**config.mk**
```make
export PLATFORM = sky130hd
export DESIGN_NAME = speed_filter_derivative_shaper
export DESIGN_NICKNAME = d
export VERILOG_FILES = /design/src/design/sfds_pkg.sv /design/src/design/sfds_cfg_regs.sv /design/src/design/sfds_mul.sv /design/src/design/speed_filter_derivative_shaper.sv
export SDC_FILE = /design/constraint.sdc
export NUM_CORES = 2
export LEC_CHECK = 0
export ABC_AREA = 1
export BUFFER_PORTS_ARGS = -buffer_cell sky130_fd_sc_hd__buf_2
export CAP_MARGIN = 10
export CORE_UTILIZATION = 40
export DETAILED_ROUTE_END_ITERATION = 12
export GPL_TIMING_DRIVEN = 0
export PLACE_DENSITY_LB_ADDON = 0.3
export SETUP_SLACK_MARGIN = 0.1
export SLEW_MARGIN = 0
export SYNTH_ARGS = -nofsm -noshare
export SYNTH_HDL_FRONTEND = slang
export SYNTH_SLANG_ARGS = --single-unit
```
**constraint.sdc**
```tcl
create_clock -name aclk -period 13.65 [get_ports aclk]
set_clock_uncertainty 0.2 [all_clocks]
set_input_delay 0.6825 -clock aclk [delete_from_list [all_inputs] [get_ports aclk]]
set_output_delay 0.6825 -clock aclk [all_outputs]
set_load 0.05 [all_outputs]
```
**src/design/sfds_pkg.sv**
```systemverilog
// Shared types, constants and helper functions of the speed filter derivative shaper.
package sfds_pkg;

    localparam int CFG_IDX_W  = 3;
    localparam int CFG_DATA_W = 32;
    localparam int SPEED_W    = 32;
    localparam int GAIN_W     = 16;
    localparam int LIMIT_W    = 31;
    localparam int DERIV_W    = 48;
    localparam int DIFF_W     = DERIV_W + 1;
    localparam int MUL_A_W    = 34;
    localparam int MUL_B_W    = 16;
    localparam int MUL_P_W    = MUL_A_W + MUL_B_W + 1;
    localparam int SPLIT_W    = 24;
    localparam int JACC_W     = 66;
    localparam int FRAC_W     = 16;

    localparam logic signed [JACC_W-1:0] MAX48_EXT = 66'sd140737488355327;
    localparam logic signed [JACC_W-1:0] MIN48_EXT = -66'sd140737488355328;
    localparam logic signed [DIFF_W-1:0] LIM47_POS = 49'sd140737488355328;
    localparam logic signed [DIFF_W-1:0] LIM47_NEG = -49'sd140737488355328;
    localparam logic signed [MUL_P_W-1:0] ROUND_HALF = 51'sd32768;

    typedef enum logic [CFG_IDX_W-1:0] {
        REG_FILTER_GAIN     = 3'd0,
        REG_RATE_SCALE      = 3'd1,
        REG_DEAD_OFFSET     = 3'd2,
        REG_BOOST_THRESHOLD = 3'd3,
        REG_BOOST_AMOUNT    = 3'd4
    } cfg_idx_t;

    typedef struct packed {
        logic [GAIN_W-1:0]  filter_gain;
        logic [GAIN_W-1:0]  rate_scale;
        logic [LIMIT_W-1:0] dead_offset;
        logic [LIMIT_W-1:0] boost_threshold;
        logic [LIMIT_W-1:0] boost_amount;
    } cfg_t;

    localparam cfg_t CFG_RESET = '{
        filter_gain:     16'd23671,
        rate_scale:      16'd333,
        dead_offset:     31'd2949120,
        boost_threshold: 31'd39321600,
        boost_amount:    31'd13107200
    };

    function automatic logic signed [DERIV_W-1:0] sat48(input logic signed [JACC_W-1:0] v);
        logic signed [DERIV_W-1:0] r;
        if (v > MAX48_EXT) begin
            r = MAX48_EXT[DERIV_W-1:0];
        end else if (v < MIN48_EXT) begin
            r = MIN48_EXT[DERIV_W-1:0];
        end else begin
            r = v[DERIV_W-1:0];
        end
        return r;
    endfunction

endpackage

```
**src/design/sfds_cfg_regs.sv**
```systemverilog
// Configuration register file of the speed filter derivative shaper.
module sfds_cfg_regs
    import sfds_pkg::*;
(
    input  logic                  aclk,
    input  logic                  aresetn,
    input  logic                  cfg_write,
    input  logic [CFG_IDX_W-1:0]  cfg_index,
    input  logic [CFG_DATA_W-1:0] cfg_data,
    output cfg_t                  cfg
);

    cfg_t cfg_reg;
    cfg_t cfg_next;

    always_comb begin
        cfg_next = cfg_reg;
        if (cfg_write) begin
            case (cfg_index)
                REG_FILTER_GAIN:     cfg_next.filter_gain     = cfg_data[GAIN_W-1:0];
                REG_RATE_SCALE:      cfg_next.rate_scale      = cfg_data[GAIN_W-1:0];
                REG_DEAD_OFFSET:     cfg_next.dead_offset     = cfg_data[LIMIT_W-1:0];
                REG_BOOST_THRESHOLD: cfg_next.boost_threshold = cfg_data[LIMIT_W-1:0];
                REG_BOOST_AMOUNT:    cfg_next.boost_amount    = cfg_data[LIMIT_W-1:0];
                default:             cfg_next = cfg_reg;
            endcase
        end
    end

    always_ff @(posedge aclk) begin
        if (!aresetn) begin
            cfg_reg <= CFG_RESET;
        end else begin
            cfg_reg <= cfg_next;
        end
    end

    assign cfg = cfg_reg;

endmodule

```
**src/design/sfds_mul.sv**
```systemverilog
// Shared signed by unsigned multiplier with a registered product.
module sfds_mul
    import sfds_pkg::*;
(
    input  logic                       aclk,
    input  logic signed [MUL_A_W-1:0]  op_a,
    input  logic        [MUL_B_W-1:0]  op_b,
    output logic signed [MUL_P_W-1:0]  prod
);

    logic signed [MUL_P_W-1:0] prod_reg;
    logic signed [MUL_P_W-1:0] prod_next;

    assign prod_next = MUL_P_W'(op_a) * MUL_P_W'($signed({1'b0, op_b}));

    always_ff @(posedge aclk) begin
        prod_reg <= prod_next;
    end

    assign prod = prod_reg;

endmodule

```
**src/design/speed_filter_derivative_shaper.sv**
```systemverilog
// Top level: low-pass speed filter, acceleration and shaped jerk on one shared multiplier.
// Each speed request runs through a ten-step sequencer that uses one 34 by 17 bit multiplier
// four times (filter gain, acceleration scale, and the jerk scale split into two partial
// products), so a new request is accepted only after the last one has left the result step,
// which holds while the output register is still full. A finished result waits in the
// output register while the next request is accepted. The configuration port is always
// ready; registers should be written only while no request is in flight.
module speed_filter_derivative_shaper
    import sfds_pkg::*;
(
    input  logic                        aclk,
    input  logic                        aresetn,
    input  logic                        s_valid,
    output logic                        s_ready,
    input  logic signed [SPEED_W-1:0]   s_speed_sample,
    output logic                        m_valid,
    input  logic                        m_ready,
    output logic signed [SPEED_W-1:0]   m_raw_speed,
    output logic signed [SPEED_W-1:0]   m_filtered_speed,
    output logic signed [DERIV_W-1:0]   m_acceleration,
    output logic signed [DERIV_W-1:0]   m_jerk,
    input  logic                        cfg_valid,
    output logic                        cfg_ready,
    input  logic [CFG_IDX_W-1:0]        cfg_index,
    input  logic [CFG_DATA_W-1:0]       cfg_data
);

    typedef enum logic [10:0] {
        ST_IDLE = 11'b000_0000_0001,
        ST_FILT = 11'b000_0000_0010,
        ST_UPD  = 11'b000_0000_0100,
        ST_ACC  = 11'b000_0000_1000,
        ST_SAT  = 11'b000_0001_0000,
        ST_JLO  = 11'b000_0010_0000,
        ST_JHI  = 11'b000_0100_0000,
        ST_SUM  = 11'b000_1000_0000,
        ST_SH1  = 11'b001_0000_0000,
        ST_SH2  = 11'b010_0000_0000,
        ST_DONE = 11'b100_0000_0000
    } state_t;

    cfg_t cfg;

    state_t state_reg, state_next;
    logic   m_valid_reg, m_valid_next;

    logic signed [SPEED_W-1:0] x_reg, x_next;
    logic signed [SPEED_W-1:0] y_reg, y_next;
    logic signed [SPEED_W-1:0] ynew_reg, ynew_next;
    logic signed [SPEED_W:0]   dy_reg, dy_next;
    logic signed [DERIV_W-1:0] last_acc_reg, last_acc_next;
    logic signed [DERIV_W-1:0] acc_reg, acc_next;
    logic signed [DIFF_W-1:0]  diff_reg, diff_next;
    logic signed [JACC_W-1:0]  jacc_reg, jacc_next;
    logic signed [DERIV_W-1:0] jerk_reg, jerk_next;

    logic signed [SPEED_W-1:0] m_raw_reg, m_raw_next;
    logic signed [SPEED_W-1:0] m_filt_reg, m_filt_next;
    logic signed [DERIV_W-1:0] m_acc_reg, m_acc_next;
    logic signed [DERIV_W-1:0] m_jerk_reg, m_jerk_next;

    logic signed [MUL_A_W-1:0] mul_a;
    logic        [MUL_B_W-1:0] mul_b;
    logic signed [MUL_P_W-1:0] prod;

    logic signed [MUL_P_W-1:0]        rnd;
    logic signed [MUL_P_W-FRAC_W-1:0] step;
    logic signed [SPEED_W+3:0]        ysum;
    logic signed [SPEED_W-1:0]        yclamp;
    logic signed [DERIV_W-1:0]        acc_sat;
    logic signed [DIFF_W-1:0]         diff_raw;
    logic signed [JACC_W-1:0]         offset_ext;
    logic signed [JACC_W-1:0]         thresh_ext;
    logic signed [JACC_W-1:0]         amount_ext;
    logic signed [JACC_W-1:0]         boosted;
    logic                             out_free;

    sfds_cfg_regs u_cfg (
        .aclk      (aclk),
        .aresetn   (aresetn),
        .cfg_write (cfg_valid),
        .cfg_index (cfg_index),
        .cfg_data  (cfg_data),
        .cfg       (cfg)
    );

    sfds_mul u_mul (
        .aclk (aclk),
        .op_a (mul_a),
        .op_b (mul_b),
        .prod (prod)
    );

    always_comb begin
        mul_a = '0;
        mul_b = cfg.rate_scale;
        case (state_reg)
            ST_FILT: begin
                mul_a = MUL_A_W'(x_reg) - MUL_A_W'(y_reg);
                mul_b = cfg.filter_gain;
            end
            ST_ACC:  mul_a = MUL_A_W'(dy_reg);
            ST_JLO:  mul_a = $signed({{(MUL_A_W-SPLIT_W){1'b0}}, diff_reg[SPLIT_W-1:0]});
            ST_JHI:  mul_a = MUL_A_W'($signed(diff_reg[DIFF_W-1:SPLIT_W]));
            default: mul_a = '0;
        endcase
    end

    assign rnd    = prod + ROUND_HALF;
    assign step   = rnd[MUL_P_W-1:FRAC_W];
    assign ysum   = (SPEED_W+4)'(y_reg) + (SPEED_W+4)'(step);
    assign yclamp = (ysum > (SPEED_W+4)'(36'sh07FFFFFFF)) ? 32'sh7FFFFFFF :
                    (ysum < -(SPEED_W+4)'(36'sh080000000)) ? 32'sh80000000 :
                    ysum[SPEED_W-1:0];

    assign acc_sat  = sat48(JACC_W'(prod));
    assign diff_raw = DIFF_W'(acc_sat) - DIFF_W'(last_acc_reg);

    assign offset_ext = $signed({{(JACC_W-LIMIT_W){1'b0}}, cfg.dead_offset});
    assign thresh_ext = $signed({{(JACC_W-LIMIT_W){1'b0}}, cfg.boost_threshold});
    assign amount_ext = $signed({{(JACC_W-LIMIT_W){1'b0}}, cfg.boost_amount});
    assign boosted    = (jacc_reg > thresh_ext)  ? jacc_reg + amount_ext :
                        (jacc_reg < -thresh_ext) ? jacc_reg - amount_ext : jacc_reg;

    assign out_free = !m_valid_reg || m_ready;

    always_comb begin
        state_next    = state_reg;
        m_valid_next  = m_valid_reg && !m_ready;
        x_next        = x_reg;
        y_next        = y_reg;
        ynew_next     = ynew_reg;
        dy_next       = dy_reg;
        last_acc_next = last_acc_reg;
        acc_next      = acc_reg;
        diff_next     = diff_reg;
        jacc_next     = jacc_reg;
        jerk_next     = jerk_reg;
        m_raw_next    = m_raw_reg;
        m_filt_next   = m_filt_reg;
        m_acc_next    = m_acc_reg;
        m_jerk_next   = m_jerk_reg;
        case (state_reg)
            ST_IDLE: begin
                if (s_valid) begin
                    x_next     = s_speed_sample;
                    state_next = ST_FILT;
                end
            end
            ST_FILT: state_next = ST_UPD;
            ST_UPD: begin
                ynew_next  = yclamp;
                dy_next    = (SPEED_W+1)'(yclamp) - (SPEED_W+1)'(y_reg);
                state_next = ST_ACC;
            end
            ST_ACC: state_next = ST_SAT;
            ST_SAT: begin
                acc_next = acc_sat;
                if (diff_raw > LIM47_POS) begin
                    diff_next = LIM47_POS;
                end else if (diff_raw < LIM47_NEG) begin
                    diff_next = LIM47_NEG;
                end else begin
                    diff_next = diff_raw;
                end
                state_next = ST_JLO;
            end
            ST_JLO: state_next = ST_JHI;
            ST_JHI: begin
                jacc_next  = JACC_W'(prod);
                state_next = ST_SUM;
            end
            ST_SUM: begin
                jacc_next  = jacc_reg + (JACC_W'(prod) <<< SPLIT_W);
                state_next = ST_SH1;
            end
            ST_SH1: begin
                if (jacc_reg > offset_ext) begin
                    jacc_next = jacc_reg - offset_ext;
                end else if (jacc_reg < -offset_ext) begin
                    jacc_next = jacc_reg + offset_ext;
                end
                state_next = ST_SH2;
            end
            ST_SH2: begin
                jerk_next  = sat48(boosted);
                state_next = ST_DONE;
            end
            ST_DONE: begin
                if (out_free) begin
                    m_valid_next  = 1'b1;
                    m_raw_next    = x_reg;
                    m_filt_next   = ynew_reg;
                    m_acc_next    = acc_reg;
                    m_jerk_next   = jerk_reg;
                    y_next        = ynew_reg;
                    last_acc_next = acc_reg;
                    state_next    = ST_IDLE;
                end
            end
            default: state_next = ST_IDLE;
        endcase
    end

    always_ff @(posedge aclk) begin
        if (!aresetn) begin
            state_reg    <= ST_IDLE;
            m_valid_reg  <= 1'b0;
            y_reg        <= '0;
            last_acc_reg <= '0;
        end else begin
            state_reg    <= state_next;
            m_valid_reg  <= m_valid_next;
            y_reg        <= y_next;
            last_acc_reg <= last_acc_next;
        end
    end

    always_ff @(posedge aclk) begin
        x_reg      <= x_next;
        ynew_reg   <= ynew_next;
        dy_reg     <= dy_next;
        acc_reg    <= acc_next;
        diff_reg   <= diff_next;
        jacc_reg   <= jacc_next;
        jerk_reg   <= jerk_next;
        m_raw_reg  <= m_raw_next;
        m_filt_reg <= m_filt_next;
        m_acc_reg  <= m_acc_next;
        m_jerk_reg <= m_jerk_next;
    end

    assign s_ready          = (state_reg == ST_IDLE);
    assign cfg_ready        = 1'b1;
    assign m_valid          = m_valid_reg;
    assign m_raw_speed      = m_raw_reg;
    assign m_filtered_speed = m_filt_reg;
    assign m_acceleration   = m_acc_reg;
    assign m_jerk           = m_jerk_reg;

`ifndef SYNTHESIS
    assert property (@(posedge aclk) disable iff (!aresetn)
        (s_valid && s_ready) |-> ##10 (state_reg == ST_DONE))
        else $error("Sequencer did not reach the result step on time.");

    assert property (@(posedge aclk) disable iff (!aresetn)
        (state_reg == ST_DONE && out_free) |=>
        (m_valid && m_filtered_speed == y_reg && m_acceleration == last_acc_reg))
        else $error("Filter state and delivered result disagree.");

    assert property (@(posedge aclk) disable iff (!aresetn)
        (state_reg == ST_DONE && !out_free) |=> (state_reg == ST_DONE))
        else $error("Result step left while the output register was busy.");

    assert property (@(posedge aclk) disable iff (!aresetn)
        (state_reg != ST_DONE) |=> $stable(y_reg) && $stable(last_acc_reg))
        else $error("Filter state changed outside the result step.");
`endif

endmodule
```
# Word-level counts from Yosys, hierarchy flattened
# Index checks and enable logic that the tools add are counted.
classes:
  n_mul: 1
  n_lt_le_gt_ge: 12
  n_reduce_logical: 16
  addsub: 12
  muxes: 18
  eq_ne: 18
ops:
  columns: ["operator", "count"]
  rows:
  - ["$mux W66", 4]
  - ["$pmux W66 S3", 1]
  - ["$mux W48", 3]
  - ["$pmux W34 S4", 1]
  - ["$add A66 B32 Y66", 2]
  - ["$gt A66 B32 Y1", 2]
  - ["$lt A66 B66 Y1", 2]
  - ["$neg A31 Y66", 2]
  - ["$sub A66 B32 Y66", 2]
  - ["$pmux W11 S11", 1]
  - ["$add A66 B66 Y66", 1]
  - ["$gt A66 B48 Y1 const B", 1]
  - ["$lt A66 B48 Y1 const B", 1]
  - ["$sub A32 B32 Y33", 2]
  - ["$mux W32", 2]
  - ["$add A51 B17 Y51 const B", 1]
  - ["$gt A51 B48 Y1 const B", 1]
  - ["$lt A51 B48 Y1 const B", 1]
  - ["$mul A34 B17 Y51", 1]
  - ["$gt A49 B49 Y1 const B", 1]
  - ["$lt A49 B48 Y1 const B", 1]
  - ["$mux W49", 1]
  - ["$sub A48 B48 Y49", 1]
  - ["$add A32 B35 Y36", 1]
  - ["28 further kinds", 41]
totals:
  in_bits: 72
  word_cells: 99
  output_inout_bits: 163
  regBits: 736

# Depth between registers and ports, before layout
logic_depth:
  depth_word: 6
  mapped_depth: 46
  depth_no_buf: 45

# By module
# A second synthesis with hierarchy kept.
unflattened:
  hier_cells: 11338
  area_unflattened_um2: 79551.3
by_module_without_submodules:
  columns: ["module", "seq_area_each_um2", "cells_each", "n_inst", "area_each_um2"]
  rows:
  - ["speed_filter_derivative_shaper", 15895.2, 7647, 1, 52619.2]
  - ["sfds_mul", 1021.0, 2992, 1, 22017.4]
  - ["sfds_cfg_regs", 2502.4, 699, 1, 4914.7]

# Worst setup path before layout
# No wires, ideal clock.
synth_timing:
  path_kind: "register -> register"
  startpoint: "reg state_reg[6]"
  endpoint: "reg y_reg[11]"
  t_arrival_ps: 10392
  path_stages_with_launch: 13
  path_slack_ps: 2930
  period_less_slack_ps: 10720
  required_ps: 13322
  setup_ps: 128
  n_path_buf: 2
  cell_sequence: "dfxtp_1 > nor2_1 > inv_1 > nor2_1 > inv_1 > nor2_1 > nand4_1 > a21oi_1 > inv_1 > clkbuf_1 > clkbuf_1 > o21ai_0 > a21oi_1"
synth_via:
  elab_chain_cells: 2
synth_rtl:
  columns: ["element", "line", "source"]
  rows:
  - ["start, declared", "speed_filter_derivative_shaper.sv:44", "state_t state_reg, state_next;"]
  - ["start signal, assigned", "speed_filter_derivative_shaper.sv:212", "state_reg <= state_next;"]
  - ["$eq A11 B11 Y1", "speed_filter_derivative_shaper.sv:143", "case (state_reg)"]
  - ["$reduce_and A2 Y1 (no line)", null, null]
  - ["end signal, assigned", "speed_filter_derivative_shaper.sv:214", "y_reg <= y_next;"]
  - ["end, declared", "speed_filter_derivative_shaper.sv:48", "logic signed [SPEED_W-1:0] y_reg, y_next;"]
# Every way passes these cells.
# A chain may end at the register's enable or synchronous reset.

# Worst setup path after layout
layout_timing:
  startpoint: "reg state_reg[6]"
  endpoint: "reg u_mul.prod_reg[45] (netlist: u_mul.prod[45])"
layout_via:
  elab_chain_cells: 3
  word_cells_on_any_way: 7
  cone_classes: "mul: 1; eq/ne: 4; mux: 2"
layout_rtl:
  columns: ["element", "line", "source"]
  rows:
  - ["$eq A11 B7 Y1, or another cell as far along", "speed_filter_derivative_shaper.sv:97", "case (state_reg)"]
  - ["$pmux W34 S4 / $mux W16 (equally long branches)", "speed_filter_derivative_shaper.sv:97", null]
  - ["$mul A34 B17 Y51 (*)", "sfds_mul.sv:14", "assign prod_next = MUL_P_W'(op_a) * MUL_P_W'($signed({1'b0, op_b}));"]
  - ["net u_mul.prod_next[45]", "sfds_mul.sv:12", "logic signed [MUL_P_W-1:0] prod_next;"]
  - ["end signal, assigned", "sfds_mul.sv:17", "prod_reg <= prod_next;"]
  - ["end, declared", "sfds_mul.sv:11", "logic signed [MUL_P_W-1:0] prod_reg;"]
# Mark *: on every way through the listed nets, which the timed path passes. The rest lies on a longest branch.

==> run summary <==
residual DRC count: 0
commonest register cell after synthesis: edfxtp_1
largest net degree at the start of global routing: 65
slowest CP cell: nor2_1
reg-to-reg setup timing slack: 3.00 ns
All-Layer GR Usage: 0.386
Final WS setup: 3.00 ns
Max Fclk: 93.9 MHz
Synth Area in Adders: 0.234
most common cell after layout, fill and taps aside: nand2_1
CTS tree: done
layout cell share with drive strength beyond 1: 0.0597
Core Rows: 159
fillcell total: 19600
RSZ-0062 raised after global routing: no
largest fanout on the critical path: 10
run status: finished clean
Clock H-tree levels: 3
YS warnings: 0
routed vias/inst: 5.57
ANT nets after route: 0
vias in the first global route: 73500
clk_lat worst skew: 0.77 ns
Seq/Total Area, Yosys: 0.255
1st-iter DRT viols: 7331
Synth Area in Compound Gates: 0.125
TNS Setup: 0 ns
CP Launch Type: flip-flop
die width: 439 µm
HPWL Detailed: 320000 µm
Worst R2R Start: state_reg[6]$_SDFFE_PN0P_
Post-Synthesis Cells: 10300
WHS Path Cells: 3
Worst-Margin Slew: 1.36 ns
max reg flops: 125
largest family of logic cells by synthesized area: adder cells
pre-CTS setup slack: 3.13 ns
Max Cap Viol: 0
Synth Area per Inst: 7.38 µm²
final setup vio count: 0
PwrDens: 137 nW/µm²
Post-Synth Simple-Gate Area: 0.230
routed len/inst: 28.4 µm
Final nets: 11900
Slowest Stage Delay on Critical Path: 0.90 ns
total grt overflow: 0
kind of critical path: reg2reg
die footprint: 192000 µm²
nature of the critical path endpoint: flip-flop
GP Congestion: 1.09
Hold/Removal Path Class: in2reg
Max-slew headroom: 0.0926
total power: 11.6 mW
commonest non-fill, non-tap cells in the layout: nand2_1 (2225), inv_1 (1777), nor2_1 (1127), a21oi_1 (818), ha_1 (598)
initial core utilization: 0.404
Period minus WS final: 10.65 ns
final period utilization: 0.780
top-level port count: 235
Critical Path RT: 14.07 ns
Reg-to-Reg End: u_mul.prod[45]$_DFF_P_
Sink Count: 736
Cell variety after synth: 68
EDFF count, synth: 468
clk buf depth: 3
port buffer count: 232
first-pass GRT wire length: 528000 µm
DRT Pass-1 Iters: 6
initial antenna violation count: 12
Worst VDD drop: 0.168 mV
Syn Std Cell Area: 76200 µm²
total core area: 189000 µm²
Post-synth ARST share: 0
Syn Nets: 11500
Die Ht: 439 µm
WL final: 377000 µm
WP data arrival: 11.07 ns
via count: 74000
post-synthesis sequential element count: 736
area growth from synthesis to layout: 10.5%
mux share of post-synthesis cell area: 0
final hold viol count: 0
Root Buffer: clkbuf_16
Worst R2R Path Depth: 33
Min-Delay Startpoint: cfg_data[25]
Reg clk slew, reported paths: 0.06 ns
Post-Synth XOR/XNOR Area: 0.0486
Worst Hold Path EP: u_cfg.cfg[56]$_SDFFE_PN1P_
Num CTS Buffers: 86
Static Leak: 38.9 nW
Slew Limit Fails: 0
## stage by stage
step / cells / area [µm²] / utilization / hold WS [ns]
finish: 13300 / 84200 / 0.447 / 0.120
detailed placement: 13100 / 81000 / 0.429 / 0.206
global placement: 13100 / 80500 / 0.427 / 0.200
CTS: 13300 / 84200 / 0.446 / 0.0697
floorplan: 10300 / 76200 / - / 0.200
global route: 13300 / 84200 / 0.447 / 0.123
## where the power goes
group          leakage [nW]  switching, mW  internal [mW]
Clock                  1.41           1.09           1.36
Sequential             6.44          0.158           2.71
Combinational          31.1           4.52           1.72
Total                  38.9           5.77           5.79
## per-layer routing
layer | up-vias | part of all wire | track usage
li1 | 33900 | - | -
met1 | 35900 | 0.39 | 0.461
met2 | 3327 | 0.46 | 0.645
met3 | 809 | 0.065 | 0.0503
met4 | 10 | 0.083 | 0.265
met5 | - | 0.00017 | 0
## layout make-up
class	instances	area (µm²)	share of cell area
Multi-Input combinational cell	7473	48600	0.578
Clock buffer	104	2230	0.0265
Tap cell	2495	3120	0.0371
Antenna cell	8	20.0	0.000238
Inverter	1815	6820	0.0810
Sequential cell	736	19400	0.231
Clock inverter	58	679	0.00807
Buffer	303	1390	0.0165
Timing Repair Buffer	290	1900	0.0226
## worst max path at each step
| stage | start | slack [ns] | cells after the start | endpoint |
|---|---|---|---|---|
| 3_3_place_gp | state_reg[4]$_SDFFE_PN0P_ | -4.10 | 12 | last_acc_reg[0]$_SDFFE_PN0P_ |
| 2_1_floorplan | state_reg[6]$_SDFFE_PN0P_ | 2.93 | 12 | y_reg[11]$_SDFFE_PN0P_ |
| 3_5_place_dp | state_reg[4]$_SDFFE_PN0P_ | 3.13 | 33 | u_mul.prod[45]$_DFF_P_ |
| 5_1_grt | state_reg[6]$_SDFFE_PN0P_ | 2.46 | 33 | u_mul.prod[45]$_DFF_P_ |
| 6_report | state_reg[6]$_SDFFE_PN0P_ | 3.00 | 33 | u_mul.prod[45]$_DFF_P_ |
| 4_1_cts | state_reg[4]$_SDFFE_PN0P_ | 3.05 | 33 | u_mul.prod[45]$_DFF_P_ |
## critical path, delay by kind of cell, from the launching register on
family	cells	cell delay, ns
fa+ha+maj	7	3.68
buf+inv	10	2.17
xor+xnor	1	0.23
compound gates	2	0.32
flops	1	0.31
simple gates	13	3.59
## Yosys cell counts (13+ instances only)
cell      instances  area share
o21ai_1          18      0.0012
nand2_1        2225        0.11
clkinv_1         16     0.00079
nand3_1         396       0.026
o211ai_1         49      0.0048
a31oi_1          69      0.0057
fa_1            516        0.14
nor4_1           47      0.0039
or2_2            30      0.0025
buf_2            69      0.0045
a21boi_0         21      0.0021
xor2_1          339       0.039
o21bai_1         40      0.0039
a21o_1           31      0.0031
dfxtp_1         268       0.070
nor2_2           30      0.0025
o21a_1           42      0.0041
ha_1            598       0.098
a21oi_1         819       0.054
o221ai_1         25      0.0029
nor3_1          149      0.0098
inv_1          1781       0.088
xnor2_1          84      0.0097
inv_2            17     0.00084
buf_4            13      0.0013
o21ai_0         521       0.034
nand4_1         114      0.0094
a22o_1           23      0.0026
nor2_1         1132       0.056
nor3_2           24      0.0032
clkbuf_1        196      0.0097
edfxtp_1        468        0.18
buf_6            15      0.0022
## what timing repair did
item	in CTS	in global routing
hold endpoints to repair	32	0
gates resized for setup	0	0
setup buffers	0	0
hold buffers	32	0
## cell families after synthesis
logic type,count (synthesis)
flip-flops,736
buffers and inverters,2118
adder cells (fa/ha/maj),1114
other,1
AO/OA/AOI/OAI,1721
AND/OR/NAND/NOR,4214
XOR/XNOR,423
Note: power is estimated with default switching activity, not from simulation.
